[src/rtl/ios_pkg.sv]
package ios_pkg;

	// request codes
	localparam logic [1:0] REQ_LOAD   = 2'd0;
	localparam logic [1:0] REQ_QUERY  = 2'd1;
	localparam logic [1:0] REQ_REPORT = 2'd2;

	// result kinds
	localparam logic [1:0] KIND_MATCH   = 2'd0;
	localparam logic [1:0] KIND_UNHIT   = 2'd1;
	localparam logic [1:0] KIND_SUMMARY = 2'd2;

	typedef struct packed {
		logic [1:0]  req_type;
		logic [5:0]  entry_index;
		logic [31:0] entry_start;
		logic [31:0] entry_end;
		logic [7:0]  entry_label;
		logic [31:0] read_number;
		logic [31:0] read_begin;
		logic [31:0] read_end;
		logic        is_candidate;
	} req_t;

	typedef struct packed {
		logic [1:0]  kind;
		logic [6:0]  entry_number;
		logic [31:0] out_entry_start;
		logic [31:0] out_entry_end;
		logic [7:0]  out_entry_label;
		logic [31:0] out_read_number;
		logic [31:0] out_read_start;
		logic [31:0] out_read_end;
		logic [31:0] candidate_count;
		logic [31:0] match_count;
		logic [6:0]  unmatched_count;
		logic        last;
	} res_t;

	typedef struct packed {
		logic [31:0] ent_start;
		logic [31:0] ent_end;
		logic [7:0]  ent_label;
	} ent_t;

	typedef enum logic [1:0] {
		ST_IDLE,
		ST_EVAL,
		ST_FLUSH
	} ios_state_t;

endpackage

[src/rtl/ios_cmp.sv]
module ios_cmp
	import ios_pkg::*;
(
	input  logic [31:0] read_begin,
	input  logic [31:0] read_end,
	input  logic [31:0] ent_start,
	input  logic [31:0] ent_end,
	output logic        hit
);

	logic rs_ge_es, rs_le_ee, re_le_ee, re_ge_es;

	always_comb begin
		rs_ge_es = read_begin >= ent_start;
		rs_le_ee = read_begin <= ent_end;
		re_le_ee = read_end <= ent_end;
		re_ge_es = read_end >= ent_start;
		// start inside, read inside, end inside, or read covers entry
		hit = (rs_ge_es && rs_le_ee) || (rs_ge_es && re_le_ee) ||
			(re_ge_es && re_le_ee) || (!rs_ge_es && !re_le_ee) ||
			(read_begin == ent_start && !re_le_ee) ||
			(!rs_ge_es && read_end == ent_end);
	end

endmodule

[config.mk]
export PLATFORM = sky130hd
export DESIGN_NAME = ios_cmp
export DESIGN_NICKNAME = d
export VERILOG_FILES = /design/src/rtl/ios_pkg.sv /design/src/rtl/ios_cmp.sv
export SDC_FILE = /design/constraint.sdc
export NUM_CORES = 1
export LEC_CHECK = 0
export BUFFER_PORTS_ARGS = -buffer_cell sky130_fd_sc_hd__buf_2
export CORE_UTILIZATION = 35
export DETAILED_ROUTE_END_ITERATION = 6
export PLACE_DENSITY_LB_ADDON = 0.2
export SETUP_SLACK_MARGIN = 0.15
export SLEW_MARGIN = 20
export SYNTH_ARGS = -nofsm -noshare
export SYNTH_HDL_FRONTEND = slang
export SYNTH_SLANG_ARGS = --single-unit
[constraint.sdc]
create_clock -name vclk -period 6.4
set_clock_uncertainty 0.2 [all_clocks]
set_input_delay 0.64 -clock vclk [all_inputs]
set_output_delay 0.64 -clock vclk [all_outputs]
set_load 0.1 [all_outputs]
### Yosys cells after proc, flatten, opt, wreduce, memory -nomap -nowiden

Cells that the tools add are included.

* eq/ne operators: 2
* $lt $le $gt $ge: 4
* reductions and logical operators: 13

Operators with widths (number)
* $eq A32 B32 Y1: 2
* $ge A32 B32 Y1: 2
* $le A32 B32 Y1: 2
* $logic_and A1 B1 Y1: 6
* $logic_or A1 B1 Y1: 5
* $logic_not A1 Y1: 2

* register bits: 0
* input bits: 128
* word-level logic and storage cells: 19
* output and inout port bits: 1

### Logic depth before layout (Yosys ltp)

* word-level depth: 7
* gate-level depth with buffers: 9
* depth with buffers taken out: 9

### Worst setup path after synthesis

No wires, ideal clock.

* path kind: input to output
* from: in ent_start[7]
* to: out hit
* data arrival time: 3.655 ns
* stages: 9
* required time: 5.560 ns
* slack: 1.905 ns
* path through: inv_1 ha_1 a21oi_1 o21ai_1 a221oi_1 nor2_1 o41a_1 nor4_1 mux2i_1

* word-level cells in the longest chain between the ends: 7

RTL lines
* start, declared: RTL line ios_cmp.sv:6 `input logic [31:0] ent_start,`
* $ge A32 B32 Y1: RTL line ios_cmp.sv:14 `rs_ge_es = read_begin >= ent_start;`
* $logic_and A1 B1 Y1: RTL line ios_cmp.sv:19 `hit = (rs_ge_es && rs_le_ee) || (rs_ge_es && re_le_ee) ||`
* $logic_or A1 B1 Y1 (2 in series): RTL line ios_cmp.sv:19
* $logic_or A1 B1 Y1 (2 in series): RTL line ios_cmp.sv:20 `(re_ge_es && re_le_ee) || (!rs_ge_es && !re_le_ee) ||`
* $logic_or A1 B1 Y1 (*): RTL line ios_cmp.sv:21 `(read_begin == ent_start && !re_le_ee) ||`
* end, declared: RTL line ios_cmp.sv:8 `output logic hit`

Mark *: on every way between the ends. The rest lies on a longest branch, timed or not.

### Final worst setup path

* from: in read_end[17]
* to: out hit

* word-level cells in the longest chain between the ends: 7

RTL lines
* start, declared: RTL line ios_cmp.sv:5 `input logic [31:0] read_end,`
* $le A32 B32 Y1: RTL line ios_cmp.sv:16 `re_le_ee = read_end <= ent_end;`
* $logic_and A1 B1 Y1: RTL line ios_cmp.sv:19
* $logic_or A1 B1 Y1 (2 in series): RTL line ios_cmp.sv:19
* $logic_or A1 B1 Y1 (2 in series): RTL line ios_cmp.sv:20
* $logic_or A1 B1 Y1 (*): RTL line ios_cmp.sv:21

Marked as above.

==> metrics.yaml <==
period_share_pct: 59.7
num_rows: 33
pwr-share-seq_pct: 0
drt-total-wl_um: 8640
finalHoldViolations: 0
core_mm2: 0.00830
setup_viol: 0
fin_ws_ns: 2.58
synthCells: 384
regArea_um2: 0
powerDensity_mw_per_mm2: 63.9
syn_area_mm2: 0.00302
finalMaxSlewViolations: 0
via_per_inst: 5.18
drt_iter0_drc: 43
n_fill_cell: 865
dp_hpwl_um: 8270
yosys-top-cells-area: "ha_1 (53%), inv_1 (8.2%), a21oi_1 (6.5%), nand4_1 (5.2%), a21o_1 (4.7%)"
tightest_slew_ns: 0.503
finalSetupTns_ns: 0
worst-setup-path-type: "in2out"
internal_power_uw: 112
min_period_ns: 3.82
grt_max_degree: 5
yosysTopAreaCellShare_pct: 53.0
antenna_found_initial: 0
ios: 129
max_slew_margin_pct: 66.7
dr_total_vias: 3200
post-place-ws_ns: 2.58
remaining_drc_errors: 0
yosys.cell_count.top_type: "ha_1"
die_w_um: 94.9
drive_above_1_share_pct: 26.3
p_sw_share_pct: 53.9
synth.distinct_cells: 35
startpoint_type: "input pin"
outcome: "complete, no violations"
antennaDiodeCount: 0
dieArea_mm2: 0.00901
cts_hold_buf: 0
syn_nets: 640
rsz0062_at_grt: "false"
grt_pass1_vias: 3226
synth_warnings: 0
cts_resized: 0
crit_arrival_ns: 2.98
p_leak_nw: 2.30
finalNonFillerCells: 618
required_ns: 5.56
design.seq.count: 0
fmax_mhz: 262
die_y_um: 94.9
min_path_type: "in2out"
hold_slack_ns: 1.88
ir_worst_vdd_mv: 0.0225
max_cap_viol_count: 0
overflow: 0
avgSynthCellArea_um2: 7.87
first_pass_iters: 4
port_buffers: 129
finish.utilization_pct: 45.8
pwr-share-comb_pct: 100.0
area_delta_synth_final_pct: 25.7
post-cts-setup-buffers: 0
grt_pass1_wl_um: 13900
pwr-share-clk_pct: 0
initial_utilization_pct: 36.4
end_kind: "output port"
switchingPower_uw: 131
critPathMaxFanout: 2
postRouteAntennaNets: 0
place_congestion: 0.888
grt_usage_pct: 19.2
final_net_count: 771
seq_area_frac_synth_pct: 0
n_clock_buffer: 0
place_inst: 618
synth_largest_area_cell: "ha_1"
netlist_top_cells_count: "ha_1 (128), inv_1 (66), a21oi_1 (39)"
wl_per_cell_um: 14.0
-- power by group through the flow --
stage          registers, mW  clock network, mW  logic [mW]
4_1_cts                    0                  0       0.245
3_5_place_dp               0                  0       0.244
3_3_place_gp               0                  0       0.237
5_1_grt                    0                  0       0.281
2_1_floorplan              0                  0       0.150
6_report                   0                  0       0.243
-- critical path: stages --
cell	delay (ns)
buf_2	0.11
ha_1	0.30
a21o_1	0.16
a221o_1	0.33
a221oi_2	0.35
o221ai_2	0.15
a211oi_2	0.25
nor3_1	0.10
mux2i_1	0.13
buf_2	0.46
-- cell usage in the layout (no fill, tap or decap), drive strengths merged, types with 2 or more instances in the layout --
master / instances
buf: 129
and2: 2
a221oi: 5
a21oi: 39
ha: 128
a21o: 19
nand2b: 2
inv: 66
o211ai: 4
o21ai: 10
nand4: 25
nand3: 17
nor3: 6
nor2: 9
nor2b: 3
and3: 2
and4: 6
nand2: 17
a211oi: 4
nor4: 4
a2111oi: 2
a221o: 3
-- path summary, 6_finish.rpt --
kind                  end  slack (ns)           start  depth (start not counted)
worst max-delay path  hit        2.58    read_end[17]                         10
worst min-delay path  hit        1.88  read_begin[31]                          7
-- layer usage --
| layer | vias up | GRT usage, % | share of wire, % |
|---|---|---|---|
| li1 | 1710 | - | - |
| met1 | 1376 | 23.3 | 44 |
| met2 | 102 | 37.1 | 49 |
| met3 | 12 | 0.966 | 4.8 |
| met4 | 0 | 2.90 | 1.6 |
| met5 | - | 0 | 0 |
-- cells by family (layout without fill, tap and decap cells) --
logic type      after synthesis  after routing  share of synthesized area, %
buf+inv                      66            195                          8.20
fa+ha+maj                   128            128                          53.0
mux                           1              1                         0.331
simple gates                 96             96                          17.7
compound gates               93             93                          20.8
-- final cells by class --
class	count	area, um2	area share, %
inverters	66	248	6.52
multi-input cells	318	2770	73.0
well taps	105	131	3.46
repair buffers	129	646	17.0
-- stage by stage --
stage | power [mW] | cell area, um2
2_1_floorplan | 0.150 | 3020
3_3_place_gp | 0.237 | 3800
3_5_place_dp | 0.244 | 3800
4_1_cts | 0.245 | 3800
5_1_grt | 0.281 | 3800
6_report | 0.243 | 3800
No activity file was read; power rests on OpenSTA's default activity.
